<file path="config.mk">
export PLATFORM = sky130hd
export DESIGN_NAME = lpa_queue
export DESIGN_NICKNAME = d
export VERILOG_FILES = /design/src/hdl/lpa_pkg.sv /design/src/hdl/lpa_queue.sv
export SDC_FILE = /design/constraint.sdc
export NUM_CORES = 1
export LEC_CHECK = 0
export BUFFER_PORTS_ARGS = -buffer_cell sky130_fd_sc_hd__buf_2
export CORE_ASPECT_RATIO = 0.7
export CORE_MARGIN = 2
export CORE_UTILIZATION = 51
export DETAILED_ROUTE_END_ITERATION = 8
export MAX_ROUTING_LAYER = met4
export PLACE_DENSITY_LB_ADDON = 0.08
export SETUP_SLACK_MARGIN = 0.2
export SYNTH_ARGS = -nofsm -noshare
export SYNTH_HDL_FRONTEND = slang
export SYNTH_SLANG_ARGS = --single-unit
</file>
<file path="constraint.sdc">
create_clock -name clk -period 5 [get_ports clk]
set_input_delay 1 -clock clk [delete_from_list [all_inputs] [get_ports clk]]
set_output_delay 1 -clock clk [all_outputs]
set_load 0.005 [all_outputs]
</file>
<file path="src/hdl/lpa_pkg.sv">
// Shared types, widths, codes and constants of the line pair angle evaluator.
package lpa_pkg;

    localparam int VEC_W  = 31;
    localparam int PROD_W = 62;
    localparam int SUM_W  = 63;
    localparam int CX_W   = 64;
    localparam int Z_W    = 34;
    localparam int ERR_W  = 40;
    localparam int DIFF_W = 41;
    localparam int NUM_W  = 79;
    localparam int DEN_W  = 62;
    localparam int QUO_W  = 49;
    localparam int VAL_W  = 48;

    localparam int QUEUE_DEPTH = 4;
    localparam int QPTR_W      = $clog2(QUEUE_DEPTH);

    localparam logic [3:0] FUNC_ERR    = 4'd0;
    localparam logic [3:0] FUNC_DER_LO = 4'd1;
    localparam logic [3:0] FUNC_DER_HI = 4'd8;
    localparam logic [3:0] FUNC_STEP   = 4'd9;

    localparam logic REG_TARGET   = 1'b0;
    localparam logic REG_MAX_STEP = 1'b1;

    localparam logic signed [31:0] TARGET_RESET   = 32'sd421657428;
    localparam logic [30:0]        MAX_STEP_RESET = 31'd46850825;

    localparam logic signed [Z_W-1:0] ANG_HALF_PI = 34'sd1686629713;

    localparam logic [QUO_W-1:0] POS_LIM = 49'd140737488355327;
    localparam logic [QUO_W-1:0] NEG_LIM = 49'd140737488355328;
    localparam logic [VAL_W-1:0] ONE_Q32 = 48'h0001_0000_0000;

    localparam logic [31:0] ATAN_LOW [10] = '{
        32'h3243F6A8, 32'h1DAC6705, 32'h0FADBAFC, 32'h07F56EA6, 32'h03FEAB76,
        32'h01FFD55B, 32'h00FFFAAA, 32'h007FFF55, 32'h003FFFEA, 32'h001FFFFD
    };

    typedef enum logic [1:0] {
        ST_OK   = 2'd0,
        ST_ZERO = 2'd1,
        ST_SAT  = 2'd2
    } lpa_status_t;

    // classified request as held in the queue
    typedef struct packed {
        logic [3:0]              func;
        logic signed [VEC_W-1:0] px;
        logic signed [VEC_W-1:0] py;
        logic signed [VEC_W-1:0] rx;
        logic signed [VEC_W-1:0] ry;
        logic [1:0]              t1;
        logic [1:0]              t2;
        logic                    zero_len;
        logic signed [31:0]      last_error;
    } lpa_item_t;

    // sideband carried along the CORDIC pipe
    typedef struct packed {
        logic [3:0]         func;
        logic               zero_len;
        logic               m_zero;
        logic               neg;
        logic [VEC_W-1:0]   mag;
        logic [1:0]         t;
        logic [DEN_W-1:0]   len2;
        logic signed [31:0] last_error;
    } lpa_side_t;

    // sideband carried along the divider pipe
    typedef struct packed {
        logic [3:0]              func;
        logic                    zero_len;
        logic                    m_zero;
        logic                    neg;
        logic                    big;
        logic signed [ERR_W-1:0] err;
    } lpa_fin_t;

    function automatic logic [31:0] atan_step(input int i);
        logic [31:0] r;
        if (i < 10)
        begin
            r = ATAN_LOW[4'(i)];
        end
        else if (i < 30)
        begin
            r = 32'((64'd1 << (30 - i)) - 64'd1);
        end
        else
        begin
            r = '0;
        end
        return r;
    endfunction

endpackage

</file>
<file path="src/hdl/lpa_queue.sv">
// Short request queue between front end and back end.
module lpa_queue
    import lpa_pkg::*;
(
    input  logic      clk,
    input  logic      rst_n,
    input  logic      push,
    input  lpa_item_t push_item,
    output logic      full,
    input  logic      pop,
    output logic      q_valid,
    output lpa_item_t q_item
);

    lpa_item_t          mem_reg [QUEUE_DEPTH];
    logic [QPTR_W-1:0]  wr_ptr_reg, wr_ptr_next;
    logic [QPTR_W-1:0]  rd_ptr_reg, rd_ptr_next;
    logic [QPTR_W:0]    count_reg, count_next;

    assign full    = (count_reg == (QPTR_W+1)'(QUEUE_DEPTH));
    assign q_valid = (count_reg != '0);
    assign q_item  = mem_reg[rd_ptr_reg];

    always_comb
    begin
        wr_ptr_next = push ? wr_ptr_reg + 1'b1 : wr_ptr_reg;
        rd_ptr_next = pop ? rd_ptr_reg + 1'b1 : rd_ptr_reg;
        count_next  = count_reg + (QPTR_W+1)'(push) - (QPTR_W+1)'(pop);
    end

    always_ff @(posedge clk or negedge rst_n)
    begin
        if (!rst_n)
        begin
            wr_ptr_reg <= '0;
            rd_ptr_reg <= '0;
            count_reg  <= '0;
        end
        else
        begin
            wr_ptr_reg <= wr_ptr_next;
            rd_ptr_reg <= rd_ptr_next;
            count_reg  <= count_next;
        end
    end

    always_ff @(posedge clk)
    begin
        if (push)
        begin
            mem_reg[wr_ptr_reg] <= push_item;
        end
    end

endmodule

</file>
# ---- Word level (Yosys, flattened, before mapping)
# Memory sizes are Yosys's and may differ from the RTL's.
# Index checks and enable logic that the tools add are counted.
dict set report word_totals {
  reg_bits 7
  ramBits 660
  input_bits 169
  wordCells 12
  n_memories 1
}
dict set report op_classes {
  addsub 4
  n_eq_ne 1
  n_mux 2
  n_reduce_logical 1
}
# name depth word_bits rd rd_clocked_by_memory_dff wr line_no
set mem_list {}
lappend mem_list {mem_reg 4 165 1 0 1 lpa_queue.sv:15} ;# lpa_item_t mem_reg [QUEUE_DEPTH];
# cell n
set op_table {}
lappend op_table {{adder 2 x 1 -> 2 bit (second input constant)} 2}
lappend op_table {{adder 3 x 1 -> 3 bit} 1}
lappend op_table {{equality test 3 bit (second input constant)} 1}
lappend op_table {{nonzero test 3 bit} 1}
lappend op_table {{subtractor 3 x 1 -> 3 bit} 1}
lappend op_table {{two-way mux 1 bit} 2}

# ---- Logic depth before layout (Yosys ltp)
dict set report depth {
  word_depth 2
  ltp_mapped 7
  ltp_nobuf 7
}

# ---- Worst setup path after synthesis
# No wires, ideal clock.
dict set report synth_timing {
  kind {input port to flip-flop}
  from {input port push}
  to {memory mem_reg[0][0] in the netlist's numbering (enable)}
  setup_time_ns 0.544
  arrival_time_ns 4.758
  required_ns 4.456
  slack_ns -0.302
  stages 1
  path_buffers 0
  path_cell_list {and2_1}
}
dict set report synth_between {
  elab_chain_cells 2
}
# element line_no
set synth_lines {}
lappend synth_lines {{start: declaration} lpa_queue.sv:7} ;# input logic push,
lappend synth_lines {{two-way mux 1 bit} lpa_queue.sv:49} ;# if (push)
lappend synth_lines {{two-way mux 1 bit (not written as such)} lpa_queue.sv:51} ;# mem_reg[wr_ptr_reg] <= push_item;
lappend synth_lines {{end: declaration} lpa_queue.sv:15}
# Every way passes these cells.

==> flow_results.org <==
** Status
- The run finished with clean final reports.

** Yosys
- In this run, synthesis inferred 660 flip-flops with an integrated enable.
- The largest total area in the synthesized netlist belongs to sky130_fd_sc_hd__edfxtp_1.
- Of the total synthesized cell area, the portion taken by XOR and XNOR cells is 0.001809.
- After synthesis, the netlist uses 18 different library cells.
- Synthesis produced a netlist with a net count of 1,072.
- Mean post-synth cell area :: about 27 um2
- Area fraction of the dominant cell type after synthesis :: 0.8188
- In this run the cell area of the synthesized design comes to 24,210 um2.
- Leading register cell type out of synthesis :: sky130_fd_sc_hd__edfxtp_1
- The post-synthesis compound-gate area fraction was 0.0002068.
- Share of the yosys chip area belonging to registers :: 0.8260
- After synthesis, the cell types taking the most area are sky130_fd_sc_hd__edfxtp_1 (82%), sky130_fd_sc_hd__mux4_2 (15%), sky130_fd_sc_hd__buf_6 (0.74%).
- Commonest cells post-synth :: sky130_fd_sc_hd__edfxtp_1 (660), sky130_fd_sc_hd__mux4_2 (165), sky130_fd_sc_hd__buf_2 (17), sky130_fd_sc_hd__buf_6 (16), sky130_fd_sc_hd__dfrtp_1 (7)
- The Yosys step of the flow raised 0 warnings.
- Area fraction in and, or, nand and nor cells after synthesis :: 0.001861
- Adder-cell share of the synthesized area :: 0.003928
- Post-synthesis instance total :: approximately 900
- Share of synthesized area spent on multiplexers :: 0.1535
- By area, the combinational part of the netlist is dominated by multiplexers.
- Register bit total from synthesis :: approximately 670
- Most numerous cell in the Yosys netlist :: sky130_fd_sc_hd__edfxtp_1
- Counting flops with an async set or reset pin after synthesis yields a share of 0.01049.

** Critical path
- The worst setup path is of the flip-flop to output pin kind.
- The worst register-to-register path has a setup slack of roughly 2.8 ns.
- Sort of element at the start of the critical path :: flip-flop
- Max FO, Critical Path :: 41
- Timing startpoint of the critical path :: rd_ptr_reg[0]$_DFFE_PN0P_
- WP data arrival :: 2.79 ns
- STA classifies the critical path endpoint as an output pin.
- Reg2Reg Capture Point :: mem_reg[1][61]$_DFFE_PP_
- STA puts the critical path data required time at 4.00 ns.
- Worst reg-to-reg path cell count :: 4
- In this run the worst setup path terminates at q_item[68].
- Start of the worst register-to-register path :: wr_ptr_reg[1]$_DFFE_PN0P_

** CTS
- The number of gates resized after CTS was 0.
- For the worst-skew pair, the clock arrives at the later sink with an insertion delay of 0.60 ns.
- Total CTS buffers :: 59
- # Post-CTS Setup Buffers :: 0
- The tree is rooted in a sky130_fd_sc_hd__clkbuf_16.
- TritonCTS clock tree :: yes
- In this run the number of H-tree levels came out at 2.
- After clock tree synthesis, the clock-pin slew on the worst setup and hold paths is 0.06 ns.
- Maximum clock path buffer count :: 3
- The tree built by TritonCTS fans out to 667 sinks.
- In this run, post-CTS hold repair placed 0 buffers.

** Detailed routing
- Average wire per standard cell :: between 20 and 25 um
- Routed via count divided by cell count :: 5.461
- Wirelength, routed :: between 40 and 50 mm
- After detailed routing, the number of remaining DRC violations is 0.
- Detailed routing inserted a total of between 10,000 and 15,000 vias.
- The first detailed-routing pass ran for 5 iterations.
- In this run the remaining antenna-violating nets after routing total 0.
- For this block, the initial DRC count from the detailed router was about 740.

** Final layout
- Summing all flip-flop and latch instances after layout gives 20,000 um2.
- In the final layout, the share of cells above drive strength 1 is 0.4523.
- Fill cells in the final layout number about 3,300.
- Area of the multi-input gates :: between 3000 and 4000 um2
- The register with the most flip-flops in the layout has 660 of them.
- The area growth from synthesis to layout is 17.45%.
- At the end of the flow the core is filled with cells to 0.6093.
- After the flow finishes, the layout carries non-filler instances totaling 1,943.
- Net count reported at finish :: 1,448

** Placement
- The count of buffers added on input and output ports is 335.
- The HPWL after detailed placement is between 20 and 30 mm.
- Number of cells after detailed placement :: roughly 1,800
- Timing analysis after detailed placement gives a worst setup slack of 1.770 ns.
- At the end of routability-driven placement, the weighted congestion stood at 0.7554.

** Power and ir drop
- Power spread over the standard cell area amounts to 570.3 nW/um2.
- Peak ir drop on the vdd network :: 0.0003413 V
- Leakage power :: 0.009624 uW
- Power comes to about 16,000 uW.

** Die
- During I/O placement, the number of pins put on the boundary was 336.
- Row generation in the floorplan step produced between 60 and 70 rows.
- For this configuration, the core starts out at a cell density of 0.5188.
- The core region is 46,660 um2.
- The floorplan step defined a die boundary enclosing 49,250 um2.
- Measured along the y axis, the die boundary spans 186.3 um.
- Floorplan die width :: ~260 um

** GRT
- Vias in the first global route :: 10,940
- After global routing the overflow that remains totals 0.
- The initial antenna violation count was 12.
- Global-route wire length before repair :: 67.90 mm
- Overall Global Routing Usage :: 0.1896
- Maximum number of pins on one net before global-route repair :: 72

** STA
- Total negative slack for setup checks :: 0 ns
- Setup violations remaining at the end of the flow were counted as 0.
- The number of failing hold endpoints at the final stage was 0.
- The worst path in the final design needs a cycle of 3.788 ns, including I/O delays and setup.
- The final count of pins violating max slew was 0.
- For the pin with the worst max-slew slack, the measured transition is 0.9149 ns.
- Worst Clk Skew :: 0.01752 ns
- Headroom to the max-slew limit came out at 0.3901.
- Based on the critical path, the design can be clocked at up to 264.0 MHz.
- Unrepaired setup endpoints after global routing :: no
- Of the available clock period, the critical path in the final layout requires 0.7575.
- In the post-route analysis, the smallest setup slack over all paths is 1.212 ns.

** Run
- MaxCap Viol Count :: 0

** Min path
- Path type of the worst min-delay path :: input port to async pin
## logic make-up after synthesis
family	count (synthesis)
AOI/OAI and AO/OA	1
DFF	667
and+or+nand+nor	8
buffers and inverters	43
muxes	165
xor gates and xnor gates	5
adders and majority gates	7
## per-layer routing
layer | GRT usage | routed length (um) | up-vias
li1 | - | - | 4674
met3 | 0.05358 | 2943 | 48
met5 | - | 0 | -
met4 | 0.03886 | 603 | 0
met1 | 0.2528 | 19290 | 5628
met2 | 0.2978 | 22710 | 260
## cell type report
class / instances / area share
antenna: 11 / 0.0009682
clock buffer: 78 / 0.05519
clock inverter: 31 / 0.006117
inverter: 6 / 0.0007922
multi-input combinational: 186 / 0.1377
sequential: 667 / 0.7035
tap: 612 / 0.02693
timing repair buffer: 352 / 0.06874
## through the flow
step / hold slack (ns) / area [um2]
3_3_place_gp: 0.5209 / 26660
5_1_grt: 0.2091 / 28430
2_1_floorplan: 0.4914 / 24210
3_5_place_dp: 0.5345 / 26660
4_1_cts: 0.2076 / 28400
6_report: 0.2307 / 28430
## report_power, final
group          internal, uW  switching (uW)
Clock                  2250            1900
Combinational          2190            2180
Sequential             7300             391
Total                 11700            4480
## worst min-delay path by stage
stage,endpoint,cells after the start,slack (ns),startpoint
CTS,count_reg[1]$_DFF_PN0_,1,0.21,rst_n
floorplan,wr_ptr_reg[0]$_DFFE_PN0P_,1,0.49,wr_ptr_reg[0]$_DFFE_PN0P_
global route,count_reg[1]$_DFF_PN0_,1,0.21,rst_n
global placement,wr_ptr_reg[0]$_DFFE_PN0P_,1,0.52,wr_ptr_reg[0]$_DFFE_PN0P_
finish,count_reg[1]$_DFF_PN0_,1,0.23,rst_n
detailed placement,wr_ptr_reg[0]$_DFFE_PN0P_,1,0.53,wr_ptr_reg[0]$_DFFE_PN0P_
## cells in the final DEF, fill, tap and decap left out
| master | count |
|---|---|
| sky130_fd_sc_hd__nand2_1 | 2 |
| sky130_fd_sc_hd__buf_2 | 335 |
| sky130_fd_sc_hd__clkbuf_16 | 60 |
| sky130_fd_sc_hd__xnor2_1 | 3 |
| sky130_fd_sc_hd__ha_1 | 6 |
| sky130_fd_sc_hd__or3_1 | 1 |
| sky130_fd_sc_hd__o21ai_0 | 1 |
| sky130_fd_sc_hd__clkbuf_1 | 18 |
| sky130_fd_sc_hd__and3_1 | 1 |
| sky130_fd_sc_hd__xor2_1 | 2 |
| sky130_fd_sc_hd__clkinv_8 | 1 |
| sky130_fd_sc_hd__fa_1 | 1 |
| sky130_fd_sc_hd__mux4_2 | 165 |
| sky130_fd_sc_hd__buf_12 | 12 |
| sky130_fd_sc_hd__dfrtp_4 | 2 |
| sky130_fd_sc_hd__bufinv_16 | 1 |
| sky130_fd_sc_hd__edfxtp_1 | 660 |
| sky130_fd_sc_hd__buf_4 | 5 |
| sky130_fd_sc_hd__inv_1 | 6 |
| sky130_fd_sc_hd__dfrtp_1 | 5 |
| sky130_fd_sc_hd__clkinv_2 | 11 |
| sky130_fd_sc_hd__and2_4 | 4 |
| sky130_fd_sc_hd__diode_2 | 11 |
| sky130_fd_sc_hd__inv_6 | 1 |
| sky130_fd_sc_hd__clkinv_1 | 17 |
## critical path, stage by stage (launching register included)
cell                      delay [ns]
sky130_fd_sc_hd__dfrtp_4        1.03
sky130_fd_sc_hd__buf_12         0.38
sky130_fd_sc_hd__mux4_2         0.55
sky130_fd_sc_hd__buf_2          0.16
Note: power is estimated with default switching activity, not from simulation.
