$ cat src/hdl/lpa_pkg.sv
// Shared types, widths, codes and constants of the line pair angle evaluator.
package lpa_pkg;

    localparam int VEC_W  = 31;
    localparam int PROD_W = 62;
    localparam int SUM_W  = 63;
    localparam int CX_W   = 64;
    localparam int Z_W    = 34;
    localparam int ERR_W  = 40;
    localparam int DIFF_W = 41;
    localparam int NUM_W  = 79;
    localparam int DEN_W  = 62;
    localparam int QUO_W  = 49;
    localparam int VAL_W  = 48;

    localparam int QUEUE_DEPTH = 4;
    localparam int QPTR_W      = $clog2(QUEUE_DEPTH);

    localparam logic [3:0] FUNC_ERR    = 4'd0;
    localparam logic [3:0] FUNC_DER_LO = 4'd1;
    localparam logic [3:0] FUNC_DER_HI = 4'd8;
    localparam logic [3:0] FUNC_STEP   = 4'd9;

    localparam logic REG_TARGET   = 1'b0;
    localparam logic REG_MAX_STEP = 1'b1;

    localparam logic signed [31:0] TARGET_RESET   = 32'sd421657428;
    localparam logic [30:0]        MAX_STEP_RESET = 31'd46850825;

    localparam logic signed [Z_W-1:0] ANG_HALF_PI = 34'sd1686629713;

    localparam logic [QUO_W-1:0] POS_LIM = 49'd140737488355327;
    localparam logic [QUO_W-1:0] NEG_LIM = 49'd140737488355328;
    localparam logic [VAL_W-1:0] ONE_Q32 = 48'h0001_0000_0000;

    localparam logic [31:0] ATAN_LOW [10] = '{
        32'h3243F6A8, 32'h1DAC6705, 32'h0FADBAFC, 32'h07F56EA6, 32'h03FEAB76,
        32'h01FFD55B, 32'h00FFFAAA, 32'h007FFF55, 32'h003FFFEA, 32'h001FFFFD
    };

    typedef enum logic [1:0] {
        ST_OK   = 2'd0,
        ST_ZERO = 2'd1,
        ST_SAT  = 2'd2
    } lpa_status_t;

    // classified request as held in the queue
    typedef struct packed {
        logic [3:0]              func;
        logic signed [VEC_W-1:0] px;
        logic signed [VEC_W-1:0] py;
        logic signed [VEC_W-1:0] rx;
        logic signed [VEC_W-1:0] ry;
        logic [1:0]              t1;
        logic [1:0]              t2;
        logic                    zero_len;
        logic signed [31:0]      last_error;
    } lpa_item_t;

    // sideband carried along the CORDIC pipe
    typedef struct packed {
        logic [3:0]         func;
        logic               zero_len;
        logic               m_zero;
        logic               neg;
        logic [VEC_W-1:0]   mag;
        logic [1:0]         t;
        logic [DEN_W-1:0]   len2;
        logic signed [31:0] last_error;
    } lpa_side_t;

    // sideband carried along the divider pipe
    typedef struct packed {
        logic [3:0]              func;
        logic                    zero_len;
        logic                    m_zero;
        logic                    neg;
        logic                    big;
        logic signed [ERR_W-1:0] err;
    } lpa_fin_t;

    function automatic logic [31:0] atan_step(input int i);
        logic [31:0] r;
        if (i < 10)
        begin
            r = ATAN_LOW[4'(i)];
        end
        else if (i < 30)
        begin
            r = 32'((64'd1 << (30 - i)) - 64'd1);
        end
        else
        begin
            r = '0;
        end
        return r;
    endfunction

endpackage

$ cat src/hdl/lpa_in_if.sv
// Input request channel of the line pair angle evaluator.
interface lpa_in_if;
    logic        valid;
    logic        ready;
    logic [3:0]  func;
    logic [31:0] first_start_x;
    logic [31:0] first_start_y;
    logic [31:0] first_end_x;
    logic [31:0] first_end_y;
    logic [31:0] second_start_x;
    logic [31:0] second_start_y;
    logic [31:0] second_end_x;
    logic [31:0] second_end_y;
    logic [31:0] last_error;

    modport source (
        output valid, func, first_start_x, first_start_y, first_end_x, first_end_y,
               second_start_x, second_start_y, second_end_x, second_end_y, last_error,
        input  ready
    );
    modport sink (
        input  valid, func, first_start_x, first_start_y, first_end_x, first_end_y,
               second_start_x, second_start_y, second_end_x, second_end_y, last_error,
        output ready
    );
endinterface

$ cat src/hdl/lpa_front.sv
// Front end: line vectors, range reduction and zero length check.
module lpa_front
    import lpa_pkg::*;
#(
    parameter int COORD_BITS = 32
)
(
    lpa_in_if.sink    in_ch,
    input  logic      q_full,
    output logic      push,
    output lpa_item_t item
);

    logic signed [32:0] px, py, rx, ry;
    logic [1:0]         t1, t2;

    function automatic logic signed [32:0] coord_diff(input logic [31:0] e,
                                                      input logic [31:0] s);
        logic signed [COORD_BITS-1:0] es;
        logic signed [COORD_BITS-1:0] ss;
        es = e[COORD_BITS-1:0];
        ss = s[COORD_BITS-1:0];
        return 33'(es) - 33'(ss);
    endfunction

    function automatic logic in_lim(input logic signed [32:0] v);
        return (v > -33'sd1073741824) && (v < 33'sd1073741824);
    endfunction

    function automatic logic [1:0] shrink_count(input logic signed [32:0] a,
                                                input logic signed [32:0] b);
        logic [1:0] c;
        if (in_lim(a) && in_lim(b))
        begin
            c = 2'd0;
        end
        else if (in_lim(a >>> 1) && in_lim(b >>> 1))
        begin
            c = 2'd1;
        end
        else if (in_lim(a >>> 2) && in_lim(b >>> 2))
        begin
            c = 2'd2;
        end
        else
        begin
            c = 2'd3;
        end
        return c;
    endfunction

    assign px = coord_diff(in_ch.first_end_x, in_ch.first_start_x);
    assign py = coord_diff(in_ch.first_end_y, in_ch.first_start_y);
    assign rx = coord_diff(in_ch.second_end_x, in_ch.second_start_x);
    assign ry = coord_diff(in_ch.second_end_y, in_ch.second_start_y);
    assign t1 = shrink_count(px, py);
    assign t2 = shrink_count(rx, ry);

    assign in_ch.ready = !q_full;
    assign push        = in_ch.valid && !q_full;

    always_comb
    begin
        item.func       = in_ch.func;
        item.px         = VEC_W'(px >>> t1);
        item.py         = VEC_W'(py >>> t1);
        item.rx         = VEC_W'(rx >>> t2);
        item.ry         = VEC_W'(ry >>> t2);
        item.t1         = t1;
        item.t2         = t2;
        item.zero_len   = ((px == '0) && (py == '0)) || ((rx == '0) && (ry == '0));
        item.last_error = in_ch.last_error;
    end

endmodule

$ cat src/flat_wrapper.sv
// flat-port wrapper written by rule: the top's interface ports become plain ports
module lpa_front_flat import lpa_pkg::*;
#(
    parameter int COORD_BITS = 32
)
  (q_full, push, item, in_ch_valid, in_ch_func, in_ch_first_start_x, in_ch_first_start_y, in_ch_first_end_x, in_ch_first_end_y, in_ch_second_start_x, in_ch_second_start_y, in_ch_second_end_x, in_ch_second_end_y, in_ch_last_error, in_ch_ready);
  lpa_in_if in_ch_i ();
  input  logic q_full;
  output logic push;
  output lpa_item_t item;
  input wire logic [$bits(in_ch_i.valid)-1:0] in_ch_valid;
  input wire logic [$bits(in_ch_i.func)-1:0] in_ch_func;
  input wire logic [$bits(in_ch_i.first_start_x)-1:0] in_ch_first_start_x;
  input wire logic [$bits(in_ch_i.first_start_y)-1:0] in_ch_first_start_y;
  input wire logic [$bits(in_ch_i.first_end_x)-1:0] in_ch_first_end_x;
  input wire logic [$bits(in_ch_i.first_end_y)-1:0] in_ch_first_end_y;
  input wire logic [$bits(in_ch_i.second_start_x)-1:0] in_ch_second_start_x;
  input wire logic [$bits(in_ch_i.second_start_y)-1:0] in_ch_second_start_y;
  input wire logic [$bits(in_ch_i.second_end_x)-1:0] in_ch_second_end_x;
  input wire logic [$bits(in_ch_i.second_end_y)-1:0] in_ch_second_end_y;
  input wire logic [$bits(in_ch_i.last_error)-1:0] in_ch_last_error;
  output wire logic [$bits(in_ch_i.ready)-1:0] in_ch_ready;
  assign in_ch_i.valid = in_ch_valid;
  assign in_ch_i.func = in_ch_func;
  assign in_ch_i.first_start_x = in_ch_first_start_x;
  assign in_ch_i.first_start_y = in_ch_first_start_y;
  assign in_ch_i.first_end_x = in_ch_first_end_x;
  assign in_ch_i.first_end_y = in_ch_first_end_y;
  assign in_ch_i.second_start_x = in_ch_second_start_x;
  assign in_ch_i.second_start_y = in_ch_second_start_y;
  assign in_ch_i.second_end_x = in_ch_second_end_x;
  assign in_ch_i.second_end_y = in_ch_second_end_y;
  assign in_ch_i.last_error = in_ch_last_error;
  assign in_ch_ready = in_ch_i.ready;
  lpa_front #(.COORD_BITS(COORD_BITS)) u_core (.in_ch(in_ch_i), .q_full(q_full), .push(push), .item(item));
endmodule
$ cat config.mk
export PLATFORM = sky130hd
export DESIGN_NAME = lpa_front_flat
export DESIGN_NICKNAME = d
export VERILOG_FILES = /design/src/hdl/lpa_pkg.sv /design/src/hdl/lpa_in_if.sv /design/src/hdl/lpa_front.sv /design/src/flat_wrapper.sv
export SDC_FILE = /design/constraint.sdc
export NUM_CORES = 1
export LEC_CHECK = 0
export BUFFER_PORTS_ARGS = -buffer_cell sky130_fd_sc_hd__buf_2
export CAP_MARGIN = 30
export CELL_PAD_IN_SITES_DETAIL_PLACEMENT = 0
export CELL_PAD_IN_SITES_GLOBAL_PLACEMENT = 1
export CORE_MARGIN = 1
export CORE_UTILIZATION = 40
export DETAILED_ROUTE_END_ITERATION = 16
export PLACE_DENSITY = 0.95
export SLEW_MARGIN = 20
export SYNTH_ARGS = -nofsm -noshare
export SYNTH_HDL_FRONTEND = slang
export SYNTH_SLANG_ARGS = --single-unit
$ cat constraint.sdc
create_clock -name vclk -period 8.5
set_clock_uncertainty 0.15 [all_clocks]
set_input_delay 0.425 -clock vclk [all_inputs]
set_output_delay 0.425 -clock vclk [all_outputs]
set_load 0.03 [all_outputs]
---- Word-level counts from Yosys, hierarchy flattened ----
Index checks and enable logic that the tools add are counted.
storage, ports and cells
  register bits after elaboration ......... 0
  output and inout port bits .............. 167
  word-level logic and storage cells ...... 65
operators by class
  $add $sub $neg .......................... 4
  $lt $le $gt $ge ......................... 24
  shifts and indexed selects .............. 4
  multiplexer cells ....................... 6
  reduce and logical (&&, ||, !) cells .... 27
operators with widths
  cell                  number
  $gt 33x31->1 const B  4
  $logic_not 33->1      4
  $lt 33x32->1 const B  4
  $sshr 33x2->31        4
  $sub 32x32->33        4
  $gt 32x31->1 const B  4
  $lt 31x32->1 const B  4
  $lt 32x32->1 const B  4
  $gt 31x31->1 const B  4
  $logic_and 1x1->1     21
  $mux 2                4
  $mux 1                2
  $logic_not 1->1       1
  $logic_or 1x1->1      1

---- Longest topological paths before layout ----
  depth in word-level cells ............... 8
  mapped depth ............................ 20
  mapped depth without buffers ............ 16

---- Worst setup path before layout ----
OpenSTA, ideal clock, no wires.
  path kind ............................... input to output
  start point ............................. in in_ch_second_start_x[3]
  end point ............................... out item[32] in the netlist's numbering
  arrival ................................. 4.862 ns
  required time ........................... 7.925 ns
  slack ................................... 3.063 ns
  stages .................................. 14
  buffers on the path ..................... 0
  cell sequence ........................... inv_1 -> ha_1 -> and2_4 -> a221o_1 -> nor2_2 -> xnor2_1 -> or3_1 -> or4_1 -> or4_1 -> or4_1 -> or3_1 -> nor3_1 -> nand4_1 -> o41ai_1
RTL lines
  what                RTL line            source
  start: declaration  flat_wrapper.sv:17  input wire logic [$bits(in_ch_i.second_start_x)-1:0] in_ch_second_start_x;
  end: declaration    flat_wrapper.sv:10  output lpa_item_t item;

==> impl_metrics.tcl <==
set metrics [dict create \
    power.density_nw_per_um2 153 \
    max-slew-margin-rel_pct 30.7 \
    p_int_uw 833 \
    worst_slack_ns 1.82 \
    grt_pass1_vias 15173 \
    initial_utilization_pct 41.0 \
    fin_crit_ns 6.68 \
    dr_wl_met3_mm 2.82 \
    hold-path-cell-count 0 \
    final_core_util_pct 46.7 \
    num_rows 67 \
    area_growth_pct 14.1 \
    finalSetupViolCount 0 \
    wl_met1_mm 22.6 \
    ys_types 91 \
    postCtsHoldBufs 0 \
    layout_commonest_cell "buf_2" \
    required_ns 7.93 \
    drc 0 \
    layout.cells.non_filler 2707 \
    vias 16270 \
    grtUsageTotal_pct 27.2 \
    startpoint "in_ch_first_end_y[0]" \
    hp-start "in_ch_last_error[16]" \
    drtAntennaViolNets 0 \
    stdcell_area_um2 15800 \
    post-route-period-util_pct 78.6 \
    cts_resized 0 \
    holdPathEnd "item[16]" \
    finalMaxSlewViolations 0 \
    wire_per_inst_um 19.1 \
    worst_setup_path_end_kind "primary output" \
    pin_count 461 \
    ys_seq_area_share_pct 0 \
    nClkBuffers 0 \
    crit_arrival_ns 6.10 \
    drt-initial-drc-count 1126 \
    synth_compound_gate_area_share_pct 26.1 \
    power_leakage_uw 0.00842 \
    ir_drop_mv 0.141 \
    start_kind "primary input" \
    mostFrequentLayoutCells "buf_2, mux2i_1, nand2_1" \
    synthSimpleGateAreaFrac_pct 22.3 \
    antenna_found_initial 4 \
    finalHoldViolCount 0 \
    die_y_um 188 \
    avgViaCountPerCell 6.01 \
    fin_tns_setup_ns 0 \
    coreArea_um2 33900 \
    avgSynthCellArea_um2 6.95 \
    rsz0062_at_grt "false" \
    top_layer "met5" \
    yosys_warnings 0 \
    p_comb_share_pct 100.0 \
    synth_xor_area_share_pct 5.43 \
    drv_cap 0 \
    io_buffers 389 \
    syn-cell-area_um2 13900 \
    pre_cts_ws_ns 2.01 \
    syn_nets 2423 \
    switching_share_pct 65.6 \
    worst_slew_pin_slew_ns 1.04 \
    placed_cell_area_um2 15800 \
    synthAdderAreaFrac_pct 12.1 \
    cp_max_fo 25 \
    postCtsSetupBuffers 0 \
    clockPowerShare_pct 0 \
    die_w_um 188 \
    nNetsFinal 2685 \
    die_area_um2 35400 \
    drive_gt1_share_pct 22.1 \
    dp_cells 2704 \
    gp_congestion 0.958 \
    min_path_type "in2out" \
    muxShareOfSynthArea_pct 24.1 \
    switchingPower_uw 1590 \
    firstDrtPassIters 5 \
    grt_max_degree 68 \
    route.met2.wl_mm 25.1 \
    synth_cells 1997 \
    grt_pass1_wl_mm 80.2 \
    routed_wl_mm 51.7 \
    max_freq_mhz 150 \
    pwr-share-seq_pct 0 \
    synth_largest_area_cell "mux2i_1" \
    post-dp-hpwl_mm 43.3 \
    yosysTopAreaCellShare_pct 19.4 \
    regArea_um2 0 \
    synth.top_cells.by_area "mux2i_1, ha_1, a21oi_1" \
    nFlopsAndLatches 0 \
    worstSetupPathType "in2out" \
    overflow 0 \
    synth_top_family_by_area "compound AO/OA/AOI/OAI gates" \
    outcome "complete, no violations" \
]
==> metrics by stage <==
stage               hold slack [ns]  total power [µW]
finish                        0.700              2430
floorplan                     0.810              1760
detailed placement            0.700              2390
global placement              0.700              2360
global route                  0.700              2580
CTS                           0.700              2400
==> power groups by stage <==
stage / clock network (µW) / logic, µW / registers [µW]
floorplan: 0 / 1760 / 0
global placement: 0 / 2360 / 0
detailed placement: 0 / 2390 / 0
CTS: 0 / 2400 / 0
global route: 0.0000315 / 2580 / 0
finish: 0.0000315 / 2430 / 0
==> layer usage <==
| metal | GRT usage (%) | vias to the layer above |
|---|---|---|
| met1 | 34.8 | 7663 |
| met3 | 1.51 | 75 |
| li1 | - | 7891 |
| met2 | 49.2 | 639 |
| met4 | 6.88 | 2 |
| met5 | 0 | - |
==> worst max-delay path, stage by stage <==
cell and delay (ns):
buf_2 0.08, inv_1 0.06, ha_1 0.23, fa_1 0.41, nor2b_1 0.21, o31a_1 0.29
o21ai_0 0.26, o21ai_0 0.46, a41oi_1 0.30, o22ai_1 0.49, inv_1 0.14, or3_1 0.43
a22oi_1 0.72, nand2_2 0.69, mux2_2 0.48, o21ai_0 0.19, buf_2 0.24
==> worst max-delay path by stage <==
stage / slack [ns] / to / cells after the start
5_1_grt: 1.59 / item[117] / 17
3_3_place_gp: 1.97 / item[121] / 17
3_5_place_dp: 2.01 / item[117] / 17
6_report: 1.82 / item[117] / 17
2_1_floorplan: 3.06 / item[32] / 14
4_1_cts: 2.00 / item[117] / 17
==> cells in the mapped netlist (8+ instances only) <==
master and number:
a211oi_1 23, a21o_1 50, buf_1 8, nor4_1 17, nor2b_1 20, a22oi_1 10, nand3_1 43, nand2_1 167
o21ai_1 10, o21ai_0 101, o21bai_1 16, and2_1 24, mux2_2 57, o2111ai_1 10, xor2_1 36, ha_1 128
a21oi_1 151, o211ai_1 25, and3_1 19, or3_1 23, and4_1 12, mux2i_1 269, nor2_1 116, or4_1 12
nand2b_1 17, inv_1 161, a211o_1 9, clkbuf_1 67, buf_4 41, nand4_1 33, o21a_1 20, nor3_1 45
o311a_1 8, or2_2 16, xnor2_1 50, a221oi_1 8, buf_2 19, a221o_1 10
==> cell type report <==
type | instances | area (µm²)
timing repair buffer | 402 | 2100
fill | 3503 | 18000
antenna | 2 | 5.00
multi-input combinational | 1693 | 12600
tap | 448 | 561
inverter | 162 | 608
==> logic make-up (layout without fill, tap and decap cells) <==
logic type / after synthesis / in the layout
muxes: 327 / 327
buffers and inverters: 304 / 564
other: 0 / 2
adders and majority gates: 132 / 132
and+or+nand+nor: 603 / 603
AOI/OAI and AO/OA: 545 / 545
xor gates and xnor gates: 86 / 86
Power figures use the tool's default switching activity.
